$ cat config.mk
export PLATFORM = sky130hd
export DESIGN_NAME = stms_front_flat
export DESIGN_NICKNAME = d
export VERILOG_FILES = /design/src/rtl/stms_pkg.sv /design/src/rtl/stms_if.sv /design/src/rtl/stms_front.sv /design/src/flat_wrapper.sv
export SDC_FILE = /design/constraint.sdc
export NUM_CORES = 1
export LEC_CHECK = 0
export ABC_AREA = 1
export BUFFER_PORTS_ARGS = -buffer_cell sky130_fd_sc_hd__buf_2
export CAP_MARGIN = 0
export CORE_ASPECT_RATIO = 0.6
export CORE_UTILIZATION = 36
export DETAILED_ROUTE_END_ITERATION = 8
export PLACE_DENSITY = 0.84
export SYNTH_ARGS = -nofsm -noshare
export SYNTH_HDL_FRONTEND = slang
export SYNTH_SLANG_ARGS = --single-unit
export TNS_END_PERCENT = 5
$ cat constraint.sdc
create_clock -name vclk -period 2.05
set_clock_uncertainty 0.2 [all_clocks]
set_input_delay 0.41 -clock vclk [all_inputs]
set_output_delay 0.41 -clock vclk [all_outputs]
set_load 0.01 [all_outputs]
$ cat src/rtl/stms_pkg.sv
// shared types and constants for the sparse tiled mask store
package stms_pkg;

    localparam int TILE_SIDE  = 64;
    localparam int MAX_DIM    = 4096;
    localparam int POOL_TILES = 256;

    localparam int TILES_ACROSS = (MAX_DIM + TILE_SIDE - 1) / TILE_SIDE;
    localparam int DIR_DEPTH    = TILES_ACROSS * TILES_ACROSS;
    localparam int TILE_PIX     = TILE_SIDE * TILE_SIDE;
    localparam int TS_W         = $clog2(TILE_SIDE);
    localparam int TA_W         = $clog2(TILES_ACROSS);
    localparam int DIR_W        = $clog2(DIR_DEPTH);
    localparam int OFF_W        = $clog2(TILE_PIX);
    localparam int SLOT_W       = (POOL_TILES > 1) ? $clog2(POOL_TILES) : 1;
    localparam int CNT_W        = $clog2(POOL_TILES + 1);
    localparam int PIX_W        = SLOT_W + OFF_W;
    localparam int PIX_DEPTH    = POOL_TILES * TILE_PIX;
    localparam int QDEPTH       = 2;

    typedef enum logic [1:0] {
        REQ_READ  = 2'd0,
        REQ_WRITE = 2'd1,
        REQ_CLEAR = 2'd2,
        REQ_FETCH = 2'd3
    } req_t;

    typedef enum logic [1:0] {
        ST_DONE    = 2'd0,
        ST_OUTSIDE = 2'd1,
        ST_FULL    = 2'd2
    } stat_t;

    typedef enum logic [1:0] {
        REG_WIDTH  = 2'd0,
        REG_HEIGHT = 2'd1,
        REG_FILL   = 2'd2
    } reg_idx_t;

    typedef enum logic [2:0] {
        BK_IDLE,
        BK_LOOK,
        BK_FILL,
        BK_PIX,
        BK_RDWAIT,
        BK_OUT,
        BK_INIT
    } bk_state_t;

    typedef struct packed {
        logic [1:0]  req_type;
        logic [11:0] pixel_x;
        logic [11:0] pixel_y;
        logic [7:0]  write_value;
    } in_item_t;

    typedef struct packed {
        logic [7:0]  read_value;
        logic [1:0]  status;
        logic        dirty_valid;
        logic [11:0] dirty_left;
        logic [11:0] dirty_top;
        logic [11:0] dirty_right;
        logic [11:0] dirty_bottom;
    } out_item_t;

    // classified command handed from front to back
    typedef struct packed {
        logic [1:0]       req_type;
        logic             in_image;
        logic [DIR_W-1:0] dir;
        logic [OFF_W-1:0] off;
        logic [11:0]      pixel_x;
        logic [11:0]      pixel_y;
        logic [7:0]       write_value;
    } cmd_t;

endpackage

$ cat src/rtl/stms_if.sv
// valid/ready channel interfaces for items, results and configuration
interface stms_in_if;
    logic                 valid;
    logic                 ready;
    stms_pkg::in_item_t   data;
    modport source (output valid, output data, input ready);
    modport sink   (input valid, input data, output ready);
endinterface


$ cat src/rtl/stms_front.sv
// front end: bounds check and tile address split
module stms_front (
    stms_in_if.sink             in_ch,
    input  logic [12:0]         width_reg,
    input  logic [12:0]         height_reg,
    output logic                cmd_valid,
    output stms_pkg::cmd_t      cmd,
    input  logic                cmd_ready
);
    import stms_pkg::*;

    logic  in_image;
    cmd_t  c;

    always_comb
    begin
        in_image      = ({1'b0, in_ch.data.pixel_x} < width_reg) &&
                        ({1'b0, in_ch.data.pixel_y} < height_reg);
        c.req_type    = in_ch.data.req_type;
        c.in_image    = in_image;
        c.dir         = DIR_W'({in_ch.data.pixel_y[TS_W +: TA_W],
                                in_ch.data.pixel_x[TS_W +: TA_W]});
        c.off         = OFF_W'({in_ch.data.pixel_y[TS_W-1:0],
                                in_ch.data.pixel_x[TS_W-1:0]});
        c.pixel_x     = in_ch.data.pixel_x;
        c.pixel_y     = in_ch.data.pixel_y;
        c.write_value = in_ch.data.write_value;
    end

    assign in_ch.ready = cmd_ready;
    assign cmd_valid   = in_ch.valid;
    assign cmd         = c;
endmodule

$ cat src/flat_wrapper.sv
// flat-port wrapper written by rule: the top's interface ports become plain ports
module stms_front_flat import stms_pkg::*;
  (width_reg, height_reg, cmd_valid, cmd, cmd_ready, in_ch_valid, in_ch_data, in_ch_ready);
  stms_in_if in_ch_i ();
  input  logic [12:0] width_reg;
  input  logic [12:0] height_reg;
  output logic cmd_valid;
  output stms_pkg::cmd_t cmd;
  input  logic cmd_ready;
  input wire logic [$bits(in_ch_i.valid)-1:0] in_ch_valid;
  input wire logic [$bits(in_ch_i.data)-1:0] in_ch_data;
  output wire logic [$bits(in_ch_i.ready)-1:0] in_ch_ready;
  assign in_ch_i.valid = in_ch_valid;
  assign in_ch_i.data = in_ch_data;
  assign in_ch_ready = in_ch_i.ready;
  stms_front u_core (.in_ch(in_ch_i), .width_reg(width_reg), .height_reg(height_reg), .cmd_valid(cmd_valid), .cmd(cmd), .cmd_ready(cmd_ready));
endmodule
==> results.tsv <==
metric	value	unit
All-Layer GR Usage	0.103	
clkbuf count	0	
Leakage	0.906	nW
FF+latch count	0	
Vias/cell	3.90	
Area contributors post-synth	buf_4 41%, ha_1 25%, nand2_1 13%, inv_1 12%, nor2_1 2.4%	
leading area contributor after synthesis	buf_4	
CP endpoint kind	primary output	
first-pass GRT wire length	2790	µm
Final Cycle Share	0.974	
peak supply drop	0.0700	mV
Die H	45.2	µm
Power Total	0.293	mW
GPL Wtd Cong	0.672	
area delta synth->final	27.5	%
Slew @ Worst Pin	0.149	ns
final setup violation count	0	
Tightest Hold Check Type	in2out	
critical path's top delay family	simple AND/OR/NAND/NOR gates	
DRC violations left	0	
Post-Syn Area	1120	µm²
Slew Limit Fails	0	
max incr delay on CP	0.28	ns
Synth warnings	0	
CP arrival	1.39	ns
synthesized instance count	180	
via count	1017	
layout cells sized above 1	0.580	
Setup TNS Final	0	ns
die area	3340	µm²
PD cells	205	nW/µm²
WP data required	1.44	ns
commonest non-fill, non-tap cell in the layout	buf_2	
slowest cell on the critical path	ha_1	
Core ar.	2910	µm²
unrepaired setup endpoints after global routing	true	
total grt overflow	0	
largest net degree at the start of global routing	4	
final hold vios	0	
buffers plus inverters on the worst setup path	3	
DP Wirelength	1710	µm
number of distinct library cells after synthesis	10	
Initial DRT Pass Iterations	3	
Final #Nets	305	
crit-path cells	buf_2 > ha_1 > inv_1 > nor2_2 > nand2_1 > nand2_2 > nor2_2 > nand3_1 > nor2_1 > buf_2	
Seq/Total Area, Yosys	0	
WL/cell	7.90	µm
post-route setup slack	0.0542	ns
antenna-violating nets left	0	
Rows	15	
syn nets	264	
Ant. Diodes	0	
Tmin final	2.00	ns
Total Wirelength	2060	µm
commonest non-fill, non-tap cells in the layout	96 x buf_2, 36 x nand2_1, 32 x inv_1	
initial antenna violation count	0	
maxcap violations	0	
PortBufs	99	
register area	0	µm²
Crit Path Class	in2out	
outcome	completed	
Non-Filler Instances	261	
Max FO, Critical Path	3	
IO Pins	123	
Setup WS pre-CTS	0.00806	ns
fmax	0.501	GHz
Mapped Avg Cell Area	6.21	µm²
initial drt markers	15	
top cell type's share of synthesized area	0.410	
Initial Util	0.384	
placed insts	261	
Slew HR	0.900	
startpoint types	primary input	
Die Span X	73.9	µm
vias in the first global route	737	
number of fill cells	275	
==> Yosys cell counts <==
| cell | number |
|---|---|
| nor2_2 | 2 |
| nor2_1 | 7 |
| clkinv_1 | 1 |
| inv_1 | 37 |
| nand2_1 | 39 |
| nand2_2 | 1 |
| ha_1 | 22 |
| a21oi_1 | 5 |
| nand3_1 | 5 |
| buf_4 | 61 |
==> routing by layer <==
| metal | wire length, µm | vias to the layer above | track usage |
|---|---|---|---|
| li1 | - | 553 | - |
| met1 | 911 | 413 | 0.135 |
| met2 | 1010 | 51 | 0.198 |
| met3 | 143 | 0 | 0.00446 |
| met4 | 0 | 0 | 0 |
| met5 | 0 | - | 0 |
==> power by group <==
group | switching [mW] | internal [mW] | total (mW) | leakage [nW]
clock network | 0 | 0 | 0 | 0
logic | 0.148 | 0.144 | 0.293 | 0.906
registers | 0 | 0 | 0 | 0
==> final cells by class <==
cell class / instances / area [µm²] / area share
timing repair buffer: 100 / 526 / 0.369
inverter: 38 / 145 / 0.102
multi-input combinational: 81 / 702 / 0.493
tap: 42 / 52.6 / 0.0369
==> metrics by stage <==
stage,cell area [µm²],hold WS (ns),utilization
3_5_place_dp,1210,0.620,0.418
2_1_floorplan,1120,0.712,-
5_1_grt,1430,0.620,0.490
3_3_place_gp,1210,0.620,0.418
6_report,1430,0.620,0.490
4_1_cts,1210,0.620,0.418
==> final timing paths <==
| path | startpoint | endpoint | slack (ns) | cells after the start |
|---|---|---|---|---|
| hold / removal | in_ch_data[4] | cmd[4] | 0.62 | 0 |
| setup / recovery | in_ch_data[31] | cmd[56] | 0.05 | 10 |
==> cell families (layout without fill, tap and decap cells) <==
logic type               count (synthesis)  after routing  synth area share
buffers and inverters                   99            138             0.538
AND/OR/NAND/NOR                         54             54             0.194
AO/OA/AOI/OAI                            5              5            0.0224
adder cells (fa/ha/maj)                 22             22             0.246
==> what timing repair did <==
action,in CTS,in global routing
hold buffers,0,0
resized for setup,0,34
buffers inserted,0,0
setup endpoints to repair,0,1
Power figures use the tool's default switching activity.
