[src/rtl/stms_pkg.sv]
// shared types and constants for the sparse tiled mask store
package stms_pkg;

    localparam int TILE_SIDE  = 64;
    localparam int MAX_DIM    = 4096;
    localparam int POOL_TILES = 256;

    localparam int TILES_ACROSS = (MAX_DIM + TILE_SIDE - 1) / TILE_SIDE;
    localparam int DIR_DEPTH    = TILES_ACROSS * TILES_ACROSS;
    localparam int TILE_PIX     = TILE_SIDE * TILE_SIDE;
    localparam int TS_W         = $clog2(TILE_SIDE);
    localparam int TA_W         = $clog2(TILES_ACROSS);
    localparam int DIR_W        = $clog2(DIR_DEPTH);
    localparam int OFF_W        = $clog2(TILE_PIX);
    localparam int SLOT_W       = (POOL_TILES > 1) ? $clog2(POOL_TILES) : 1;
    localparam int CNT_W        = $clog2(POOL_TILES + 1);
    localparam int PIX_W        = SLOT_W + OFF_W;
    localparam int PIX_DEPTH    = POOL_TILES * TILE_PIX;
    localparam int QDEPTH       = 2;

    typedef enum logic [1:0] {
        REQ_READ  = 2'd0,
        REQ_WRITE = 2'd1,
        REQ_CLEAR = 2'd2,
        REQ_FETCH = 2'd3
    } req_t;

    typedef enum logic [1:0] {
        ST_DONE    = 2'd0,
        ST_OUTSIDE = 2'd1,
        ST_FULL    = 2'd2
    } stat_t;

    typedef enum logic [1:0] {
        REG_WIDTH  = 2'd0,
        REG_HEIGHT = 2'd1,
        REG_FILL   = 2'd2
    } reg_idx_t;

    typedef enum logic [2:0] {
        BK_IDLE,
        BK_LOOK,
        BK_FILL,
        BK_PIX,
        BK_RDWAIT,
        BK_OUT,
        BK_INIT
    } bk_state_t;

    typedef struct packed {
        logic [1:0]  req_type;
        logic [11:0] pixel_x;
        logic [11:0] pixel_y;
        logic [7:0]  write_value;
    } in_item_t;

    typedef struct packed {
        logic [7:0]  read_value;
        logic [1:0]  status;
        logic        dirty_valid;
        logic [11:0] dirty_left;
        logic [11:0] dirty_top;
        logic [11:0] dirty_right;
        logic [11:0] dirty_bottom;
    } out_item_t;

    // classified command handed from front to back
    typedef struct packed {
        logic [1:0]       req_type;
        logic             in_image;
        logic [DIR_W-1:0] dir;
        logic [OFF_W-1:0] off;
        logic [11:0]      pixel_x;
        logic [11:0]      pixel_y;
        logic [7:0]       write_value;
    } cmd_t;

endpackage

[src/rtl/stms_queue.sv]
// two-entry queue between front and back
module stms_queue (
    input  logic            clk,
    input  logic            rst_n,
    input  logic            wr_valid,
    output logic            wr_ready,
    input  stms_pkg::cmd_t  wr_data,
    output logic            rd_valid,
    input  logic            rd_ready,
    output stms_pkg::cmd_t  rd_data
);
    import stms_pkg::*;

    cmd_t       mem_reg [QDEPTH];
    logic       wp_reg, rp_reg;
    logic [1:0] cnt_reg;
    logic       push, pop;

    assign wr_ready = (cnt_reg != 2'(QDEPTH));
    assign rd_valid = (cnt_reg != 2'd0);
    assign rd_data  = mem_reg[rp_reg];
    assign push     = wr_valid && wr_ready;
    assign pop      = rd_valid && rd_ready;

    always_ff @(posedge clk)
    begin
        if (push)
        begin
            mem_reg[wp_reg] <= wr_data;
        end
    end

    always_ff @(posedge clk or negedge rst_n)
    begin
        if (!rst_n)
        begin
            wp_reg  <= 1'b0;
            rp_reg  <= 1'b0;
            cnt_reg <= 2'd0;
        end
        else
        begin
            if (push) wp_reg <= ~wp_reg;
            if (pop)  rp_reg <= ~rp_reg;
            cnt_reg <= cnt_reg + 2'(push) - 2'(pop);
        end
    end
endmodule

[config.mk]
export PLATFORM = sky130hd
export DESIGN_NAME = stms_queue
export DESIGN_NICKNAME = d
export VERILOG_FILES = /design/src/rtl/stms_pkg.sv /design/src/rtl/stms_queue.sv
export SDC_FILE = /design/constraint.sdc
export NUM_CORES = 1
export LEC_CHECK = 0
export BUFFER_PORTS_ARGS = -buffer_cell sky130_fd_sc_hd__buf_2
export CORE_MARGIN = 2
export CORE_UTILIZATION = 54
export CTS_BUF_LIST = sky130_fd_sc_hd__clkbuf_4
export DETAILED_ROUTE_END_ITERATION = 8
export PLACE_DENSITY = 0.9
export SYNTH_ARGS = -nofsm -noshare
export SYNTH_HDL_FRONTEND = slang
export SYNTH_SLANG_ARGS = --single-unit
[constraint.sdc]
create_clock -name clk -period 4.9 [get_ports clk]
set_input_delay 1.47 -clock clk [delete_from_list [all_inputs] [get_ports clk]]
set_output_delay 1.47 -clock clk [all_outputs]
set_load 0.01 [all_outputs]
==> key figures, run 1 <==
Power and ir drop
  – Leak: between 2 and 2.5 nW
  – Combinational group share of total power: 0.301
  – Clock power frac: 0.216
  – Register share of total power: 0.483
  – Sw Share: 0.291
  – Peak VDD IR: 0.575 mV
  – Power per Cell Area: 586 nW/um^2
  – Internal power: approximately 2.4 mW
  – Sw Pwr: 0.976 mW

Clock network
  – Clk sinks: 122
  – Inserted Clock Buffers: 17
  – Clock slew at reported path FFs: 110 ps
  – # hold bufs at CTS: 0
  – CTS Root Cell: clkbuf_4
  – Longest Clk Path Bufs: 2
  – Clock Latency Late Sink: around 480 ps
  – Post-CTS sizing: 0
  – Post-CTS setup buffers: 0
  – CTS tree: built
  – H-tree Lvls: 4

Job
  – Max Cap Viol: 0

Synthesis
  – Synthesized net count: 266
  – #FFs+latches synth: approximately 120
  – Synth Cell Area: around 4700 sq um
  – Post-synthesis cell type count: 14
  – Syn Inst Count: 201
  – Syn avg cell area: 23.4 sq um
  – Yosys synthesis warning count: 0
  – Seq/Total Area, Yosys: 0.774

STA
  – Clock skew: roughly 13 ps
  – Slew @ Worst Pin: 1090 ps
  – Hold Violations, Final: 0
  – Unrepaired setup endpoints after global routing: false
  – Worst rel slew slack: 0.276
  – Max frequency: 273 MHz
  – Min Tclk post-route: between 3000 and 4000 ps
  – Slew Limit Fails: 0
  – TNS Setup: 0 ps
  – Final period util: 0.747
  – Final Setup Violations: 0
  – Fin worst setup slack: 1240 ps

Floorplanning
  – Die ar.: approximately 9500 sq um
  – Starting Density: 0.548
  – Die extent in y: about 97 microns
  – Ports: approximately 120
  – Chip width: 97.4 microns
  – CORE AREA: between 8000 and 9000 sq um
  – # rows: 34

Placement
  – Pre-CTS setup slack: about 1700 ps
  – Hpwl dp: 4790 microns
  – Final GP Congestion: 0.728
  – IO Port Bufs: 123

Final layout
  – Area Growth Syn to Fin: 21.4%
  – Area of the multi-input gates: ~990 sq um
  – Largest register FFs: between 100 and 150
  – NumNets Final: a little over 400
  – Layout cell share with drive strength beyond 1: 0.627
  – Antenna Cells: 0
  – Register area: about 3600 sq um
  – Fillers: between 600 and 700

Worst hold path
  – Hold Crit Class: reg2reg
  – Hold wc startpoint: cnt_reg[0]
  – Hold EP: cnt_reg[0]
  – Hold Path Cell Cnt: 1

Drt
  – Post-DR vias/cell: between 4 and 5
  – Final wirelength: 7270 microns
  – DRC Markers: 0
  – Routed via count: about 2300
  – Initial DRC count: 79
  – Wire length per cell: about 16 microns
  – Pre-antenna DRT Iters: 4
  – Antenna-violating nets left: 0

Global routing
  – GRT Total Usage: 0.158
  – Vias in the first global route: around 2300
  – Global-route wire length before repair: roughly 11000 microns
  – Initial antenna violation count: 0
  – Largest net degree at the start of global routing: 61
  – Total grt overflow: 0

Critical path
  – WP data arrival: about 2200 ps
  – Worst Reg2Reg Path Length in Cells: 4
  – Setup crit start kind: flop
  – Critical path endpoint category: output port
  – FF-to-FF Start: cnt_reg[1]
  – Critical Path RT: ~3400 ps
  – Worst reg2reg path endpoint: mem_reg[0][29]
  – CP Class: reg2out
  – Setup slack, reg-to-reg: between 2000 and 3000 ps
  – CP Max Fanout: 60

Status
  – Status: finished clean
[power by group through the flow]
stage          clock (mW)  sequential, mW  combinational (mW)
6_report            0.723            1.62                1.01
5_1_grt             0.800            1.65                1.08
4_1_cts             0.747            1.63                1.03
3_5_place_dp            0            1.65                1.02
3_3_place_gp            0            1.64                1.01
2_1_floorplan           0            1.51               0.850
[stage by stage]
| stage | power, mW | hold WS, ps | cell area [sq um] | util | cells |
|---|---|---|---|---|---|
| floorplan | 2.36 | 461 | 4710 | - | 201 |
| global placement | 2.64 | 496 | 5410 | 0.629 | 427 |
| detailed placement | 2.68 | 513 | 5410 | 0.629 | 427 |
| finish | 3.35 | 535 | 5720 | 0.665 | 459 |
| CTS | 3.40 | 538 | 5720 | 0.665 | 459 |
| global route | 3.53 | 577 | 5720 | 0.665 | 459 |
[placed cells by master (no fill, tap or decap)]
cell,count
nor2_4,1
bufinv_16,3
xnor2_1,3
clkinv_2,2
ha_1,2
nand2_1,1
dfrtp_4,1
or2_1,1
and3_2,1
nand2b_1,1
dfrtp_1,3
xor2_1,1
and2_4,1
clkinv_4,4
buf_2,123
mux2_4,59
inv_1,1
edfxtp_1,118
buf_4,2
clkinvlp_4,4
clkbuf_4,18
inv_6,1
[worst max-delay path, cell delays in order, from the launching register on]
cell and delay (ps):
dfrtp_4 1160, mux2_4 360, buf_2 140
[metal layers]
layer | wire (microns) | track usage | up-vias
li1 | - | - | 1073
met2 | 3730 | 0.270 | 81
met3 | 460 | 0.0669 | 11
met1 | 2990 | 0.176 | 1100
met5 | 0 | 0 | -
met4 | 89 | 0.0609 | 0
[kinds of logic after synthesis]
kind of cell | Yosys count | share of synthesized area
multiplexers | 59 | 0.188
buffers and inverters | 8 | 0.0175
AND/OR/NAND/NOR | 6 | 0.00744
flip-flops | 122 | 0.774
XOR/XNOR | 4 | 0.00744
adder cells (fa/ha/maj) | 2 | 0.00532
[cells in the mapped netlist, drive strengths merged]
cell type | count | area, sq um
nor2 | 1 | 3.75
ha | 2 | 25.0
buf | 7 | 78.8
edfxtp | 118 | 3540
xor2 | 1 | 8.76
mux2 | 59 | 886
and3 | 1 | 6.26
dfrtp | 4 | 100
and2 | 1 | 8.76
or2 | 1 | 6.26
inv | 1 | 3.75
xnor2 | 3 | 26.3
nand2 | 1 | 3.75
nand2b | 1 | 6.26
[worst max path at each step]
stage / startpoint / endpoint / slack (ps)
finish: rp_reg / rd_data[25] / 1240
global route: rp_reg / rd_data[33] / 1090
CTS: rp_reg / rd_data[10] / 1180
detailed placement: rp_reg / rd_data[10] / 1750
global placement: rp_reg / rd_data[10] / 1750
floorplan: wr_valid / mem_reg[0][0] / 390
[cell type report]
| class | instances | share of cell area |
|---|---|---|
| repair buffers | 125 | 0.110 |
| flip-flops and latches | 122 | 0.638 |
| well taps | 108 | 0.0236 |
| multi-input cells | 71 | 0.173 |
| clock inverters | 14 | 0.0304 |
| clock buffers | 18 | 0.0236 |
| inverters | 1 | 0.000657 |
Power figures use the tool's default switching activity.
==> run 2, diff against run 1 <==
CORE_UTILIZATION = 49   (was 54)
PLACE_DENSITY = 0.87   (was 0.9)
clock period = 3.3 ns   (was 4.9 ns; I/O delays follow)
==> run 2 against run 1 <==
Effect of this change:
- first-iteration DRC count is 30% lower
- clock skew shrank 0.71 ps
- clock power rose by 58%
- routed wire length increased by 5.2%
- sequential cell count stayed put
- via count hardly changed
- design area up 1.8%
- sequential power is 41% higher
- non-clock buffer count rose by 2
- sequential share of layout area is 1.1 points lower
- critical endpoint is now rd_data[43]
==> key figures, run 2 (synthesized netlist as in run 1, its figures left out) <==
Final layout
  – Area of the multi-input gates: 990 sq um
  – Largest register FFs: between 100 and 150
  – Design area: between 5000 and 6000 sq um
  – Area Growth Syn to Fin: 23.6%
  – Antenna Cells: 0
  – Post-Layout Cell Count: slightly below 500
  – Util after Layout: 0.627
  – Most common cell after layout, fill and taps aside: buf_2
  – Fillers: between 600 and 700
  – Layout cell share with drive strength beyond 1: 0.623
  – NumNets Final: around 400
  – Register area: around 3600 sq um
  – Commonest non-fill, non-tap cells in the layout: buf_2, edfxtp_1, mux2_4

Global routing
  – Initial antenna violation count: 1
  – GRT Total Usage: 0.154
  – Total grt overflow: 0
  – Global-route wire length before repair: roughly 11000 microns
  – Largest net degree at the start of global routing: 60
  – Vias in the first global route: 2410

Drt
  – Antenna-violating nets left: 0
  – Post-DR vias/cell: 4.70
  – Initial DRC count: 55
  – DRC Markers: 0
  – Final wirelength: 7650 microns
  – Wire length per cell: roughly 16 microns
  – Pre-antenna DRT Iters: 4
  – Routed via count: ~2300

Floorplanning
  – Ports: 124
  – # rows: 35
  – CORE AREA: 9280 sq um
  – Starting Density: 0.507
  – Die extent in y: 102 microns
  – Chip width: around 100 microns
  – Die ar.: 10400 sq um

Job
  – Max Cap Viol: 0

Power and ir drop
  – Power per Cell Area: 878 nW/um^2
  – Leak: 2.35 nW
  – Peak VDD IR: approximately 0.5 mV

Clock network
  – CTS Root Cell: clkbuf_4
  – # hold bufs at CTS: 0
  – Clock Latency Late Sink: ~470 ps
  – Clock slew at reported path FFs: 100 ps
  – Inserted Clock Buffers: 17
  – CTS tree: built
  – Clk sinks: 122
  – H-tree Lvls: 4
  – Post-CTS setup buffers: 0
  – Post-CTS sizing: 0
  – Longest Clk Path Bufs: 2

Critical path
  – Critical Path RT: around 2300 ps
  – Critical path endpoint category: output port
  – Cells along the critical path: buf_12 > mux2_4 > buf_2
  – CP bufs+invs: 2
  – Slowest cell on crit path: dfrtp_4
  – CP peak stage delay: ~700 ps
  – Top delay family on crit path: flip-flops
  – WP data arrival: 1930 ps
  – Setup crit start kind: flop
  – CP Class: reg2out
  – CP Max Fanout: 22

Placement
  – IO Port Bufs: roughly 120
  – Hpwl dp: approximately 4900 microns
  – Post-Place Cells: 450
  – Cell area after placement: 5500 sq um
  – Final GP Congestion: 0.741

STA
  – Slew Limit Fails: 0
  – TNS Setup: 0 ps
  – Hold Violations, Final: 0
  – Hold WS: 302 ps
  – Final Setup Violations: 0
  – Final period util: 0.885
  – Unrepaired setup endpoints after global routing: false
  – Slew @ Worst Pin: ~420 ps
  – Max frequency: 342 MHz
  – Clock skew: about 12 ps
  – Min Tclk post-route: around 3000 ps
  – Worst rel slew slack: 0.717

Status
  – Status: finished clean

Worst hold path
  – Hold Crit Class: in2async
[run 2: metrics by stage]
| step | setup slack, ps | power [mW] |
|---|---|---|
| finish | 380 | 5.11 |
| floorplan | 254 | 3.50 |
| CTS | 307 | 5.20 |
| detailed placement | 874 | 4.05 |
| global route | 248 | 5.39 |
| global placement | 900 | 3.98 |
[run 2: final cells by class]
class,instances,share of cell area
clock inverter,13,0.0303
sequential,122,0.627
multi-input combinational,71,0.170
tap,129,0.0277
timing repair buffer,127,0.120
inverter,1,0.000645
clock buffer,19,0.0245
[run 2: report_power, final]
group	switching [mW]	internal, mW	leakage [nW]
logic	0.772	0.914	1.05
clock network	0.525	0.612	0.160
registers	0.168	2.12	1.14
total	1.46	3.64	2.35
[run 2: routing by layer]
| layer | vias to the layer above | global-route usage | routed length [microns] | share of wire |
|---|---|---|---|---|
| li1 | 1074 | - | - | - |
| met1 | 1106 | 0.167 | 3000 | 0.39 |
| met2 | 78 | 0.262 | 4070 | 0.53 |
| met3 | 4 | 0.0732 | 542 | 0.071 |
| met4 | 2 | 0.0585 | 27 | 0.0035 |
| met5 | - | 0 | 13 | 0.0017 |
[run 2: path summary, 6_finish.rpt]
kind | start | to | slack (ps) | cells after the start
setup / recovery | rp_reg | rd_data[43] | 380 | 3
hold / removal | rst_n | cnt_reg[0] | 300 | 1
setup reg to reg | cnt_reg[1] | cnt_reg[1] | 1560 | 7
hold reg to reg | cnt_reg[0] | cnt_reg[0] | 570 | 1
max in group asynchronous | rst_n | rp_reg | 2860 | 1
min in group clk | cnt_reg[0] | cnt_reg[0] | 570 | 1
==> run 3, diff against run 2 <==
ABC_AREA = 1   (was not set)
SLEW_MARGIN = 30   (was not set)
==> run 3 against run 2 <==
Effect of this change:
- clock skew rose by 0.54 ps
- count of clock-buffer cells in the layout fell by 1
- worst hold slack got worse by 8.1 ps
- design area fell by 3.2%
- sequential power fell by 2%
- first-iteration DRC count rose by 140%
- setup slack got worse by 8.4 ps
- area after synthesis fell by 3.1%
- synthesized cell count rose by 69%
- global-route usage rose by 2.0 points
- highest routed layer unchanged
==> key figures, run 3 <==
Critical path
  – Critical Path RT: ~2300 ps
  – CP Class: reg2out
  – WP data arrival: around 1900 ps
  – CP Max Fanout: 38
  – Critical path endpoint category: output port
  – Setup crit start kind: flop

Synthesis
  – Synthesized net count: 405
  – Ys flop type: edfxtp_1
  – Main area contributors after synthesis: edfxtp_1, nand2_1, dfrtp_1
  – Seq/Total Area, Yosys: 0.798
  – Yosys synthesis warning count: 0
  – Count leader, synth: nand2_1
  – Syn Inst Count: 340
  – Synth cell count leaders: nand2_1, edfxtp_1, inv_1
  – Post-synth EDFFs: between 100 and 150
  – #FFs+latches synth: 122
  – Top cell type's share of synthesized area: 0.777
  – Most area-hungry cell type in the Yosys netlist: edfxtp_1
  – FFs w/ async S/R, synth: 0.0328
  – Post-synthesis cell type count: 10
  – Syn avg cell area: between 10 and 15 sq um
  – Synth Cell Area: roughly 4600 sq um

Power and ir drop
  – Clock power frac: 0.259
  – Internal power: between 3 and 4 mW
  – Register share of total power: 0.440
  – Power per Cell Area: between 900 and 1000 nW/um^2
  – Combinational group share of total power: 0.301
  – Sw Share: 0.332
  – Leak: ~2.5 nW
  – Peak VDD IR: about 0.47 mV
  – Sw Pwr: around 1.7 mW

Clock network
  – Post-CTS sizing: 0
  – Clock slew at reported path FFs: 110 ps
  – H-tree Lvls: 4
  – Inserted Clock Buffers: 17
  – Clock Latency Late Sink: approximately 480 ps
  – # hold bufs at CTS: 0
  – Post-CTS setup buffers: 0
  – Longest Clk Path Bufs: 2
  – Clk sinks: between 100 and 150
  – CTS Root Cell: clkbuf_4
  – CTS tree: built

STA
  – Slew Limit Fails: 0
  – Clock skew: 12.8 ps
  – TNS Setup: 0 ps
  – Unrepaired setup endpoints after global routing: false
  – Worst rel slew slack: 0.554
  – Slew @ Worst Pin: about 670 ps
  – Final Setup Violations: 0
  – Final period util: 0.888
  – Min Tclk post-route: 2930 ps
  – Hold Violations, Final: 0
  – Fin worst setup slack: ~370 ps
  – Max frequency: 341 MHz

Floorplanning
  – Starting Density: 0.499
  – CORE AREA: 9150 sq um
  – Chip width: between 100 and 150 microns
  – # rows: 35
  – Die extent in y: about 100 microns
  – Ports: 124
  – Die ar.: 10100 sq um

Placement
  – Post-Place Cells: approximately 560
  – Pre-CTS setup slack: around 860 ps
  – Hpwl dp: 5540 microns
  – Final GP Congestion: between 0.7 and 0.8
  – IO Port Bufs: about 120

Job
  – Max Cap Viol: 0

Final layout
  – Util after Layout: 0.615
  – Area of the multi-input gates: 764 sq um
  – Fillers: around 700
  – Layout cell share with drive strength beyond 1: 0.334
  – Antenna Cells: 0
  – Most common cell after layout, fill and taps aside: nand2_1
  – Post-Layout Cell Count: 596
  – NumNets Final: 537
  – Largest register FFs: 118
  – Register area: roughly 3600 sq um
  – Commonest non-fill, non-tap cells in the layout: nand2_1, buf_2, edfxtp_1
  – Area Growth Syn to Fin: 23.4%

Global routing
  – Largest net degree at the start of global routing: 61
  – Vias in the first global route: 2822
  – Total grt overflow: 0
  – GRT Total Usage: 0.173
  – Initial antenna violation count: 1
  – Global-route wire length before repair: roughly 13000 microns

Drt
  – Antenna-violating nets left: 0
  – Final wirelength: about 8500 microns
  – DRC Markers: 0
  – Initial DRC count: about 130
  – Post-DR vias/cell: 4.82
  – Pre-antenna DRT Iters: 4
  – Wire length per cell: 14.3 microns
  – Routed via count: 2875

Worst hold path
  – Hold Crit Class: in2async

Status
  – Status: finished clean
-- run 3: cell types whose count changed after synthesis, sizes merged --
cell | before | now
and2 | 1 | 0
and3 | 1 | 0
buf | 7 | 13
inv | 1 | 9
mux2 | 59 | 0
nand2 | 1 | 190
nand2b | 1 | 0
nand3 | 0 | 3
or2 | 1 | 0
xnor2 | 3 | 0
xor2 | 1 | 0
-- run 3: layer usage --
metal | vias up | global-route usage | wire (microns)
met1 | 1336 | 0.198 | 3250
met3 | 14 | 0.0666 | 638
li1 | 1411 | - | -
met2 | 112 | 0.293 | 4480
met5 | - | 0 | 13
met4 | 2 | 0.0748 | 115
-- run 3: worst paths after layout --
check | cells past startpoint | start | slack [ps] | end
hold reg to reg | 1 | cnt_reg[0] | 520 | cnt_reg[0]
hold / removal | 1 | rst_n | 290 | cnt_reg[0]
max in group asynchronous | 1 | rst_n | 2850 | rp_reg
min in group clk | 1 | cnt_reg[0] | 520 | cnt_reg[0]
setup / recovery | 4 | rp_reg | 370 | rd_data[54]
setup reg to reg | 4 | wp_reg | 1530 | mem_reg[0][47]
-- run 3: layout make-up --
type,count,share of cell area
clock inverters,14,0.0433
flip-flops and latches,122,0.647
inverters,9,0.00689
multi-input cells,196,0.136
well taps,111,0.0247
clock buffers,18,0.0240
repair buffers,126,0.118
-- run 3: stage by stage --
| stage | cell area (sq um) | hold slack [ps] | power [mW] |
|---|---|---|---|
| 4_1_cts | 5630 | 230 | 5.16 |
| 6_report | 5630 | 294 | 5.09 |
| 3_3_place_gp | 5250 | 454 | 3.77 |
| 2_1_floorplan | 4570 | 442 | 3.28 |
| 5_1_grt | 5630 | 227 | 5.40 |
| 3_5_place_dp | 5250 | 499 | 3.83 |
-- run 3: kinds of logic after synthesis --
family,share of synthesized area
fa+ha+maj,0.00548
flops,0.798
buf+inv,0.0356
simple gates,0.160
-- run 3: critical path: stages (launching register included) --
cell	delay, ps
dfrtp_2	670
buf_4	450
nand2_1	100
nand2_1	90
buf_2	130
-- run 3: power groups by stage --
stage	clock (mW)	combinational [mW]	sequential, mW
floorplan	0	1.05	2.22
global placement	0	1.51	2.26
detailed placement	0	1.56	2.28
CTS	1.35	1.56	2.24
global route	1.42	1.71	2.27
finish	1.32	1.53	2.24
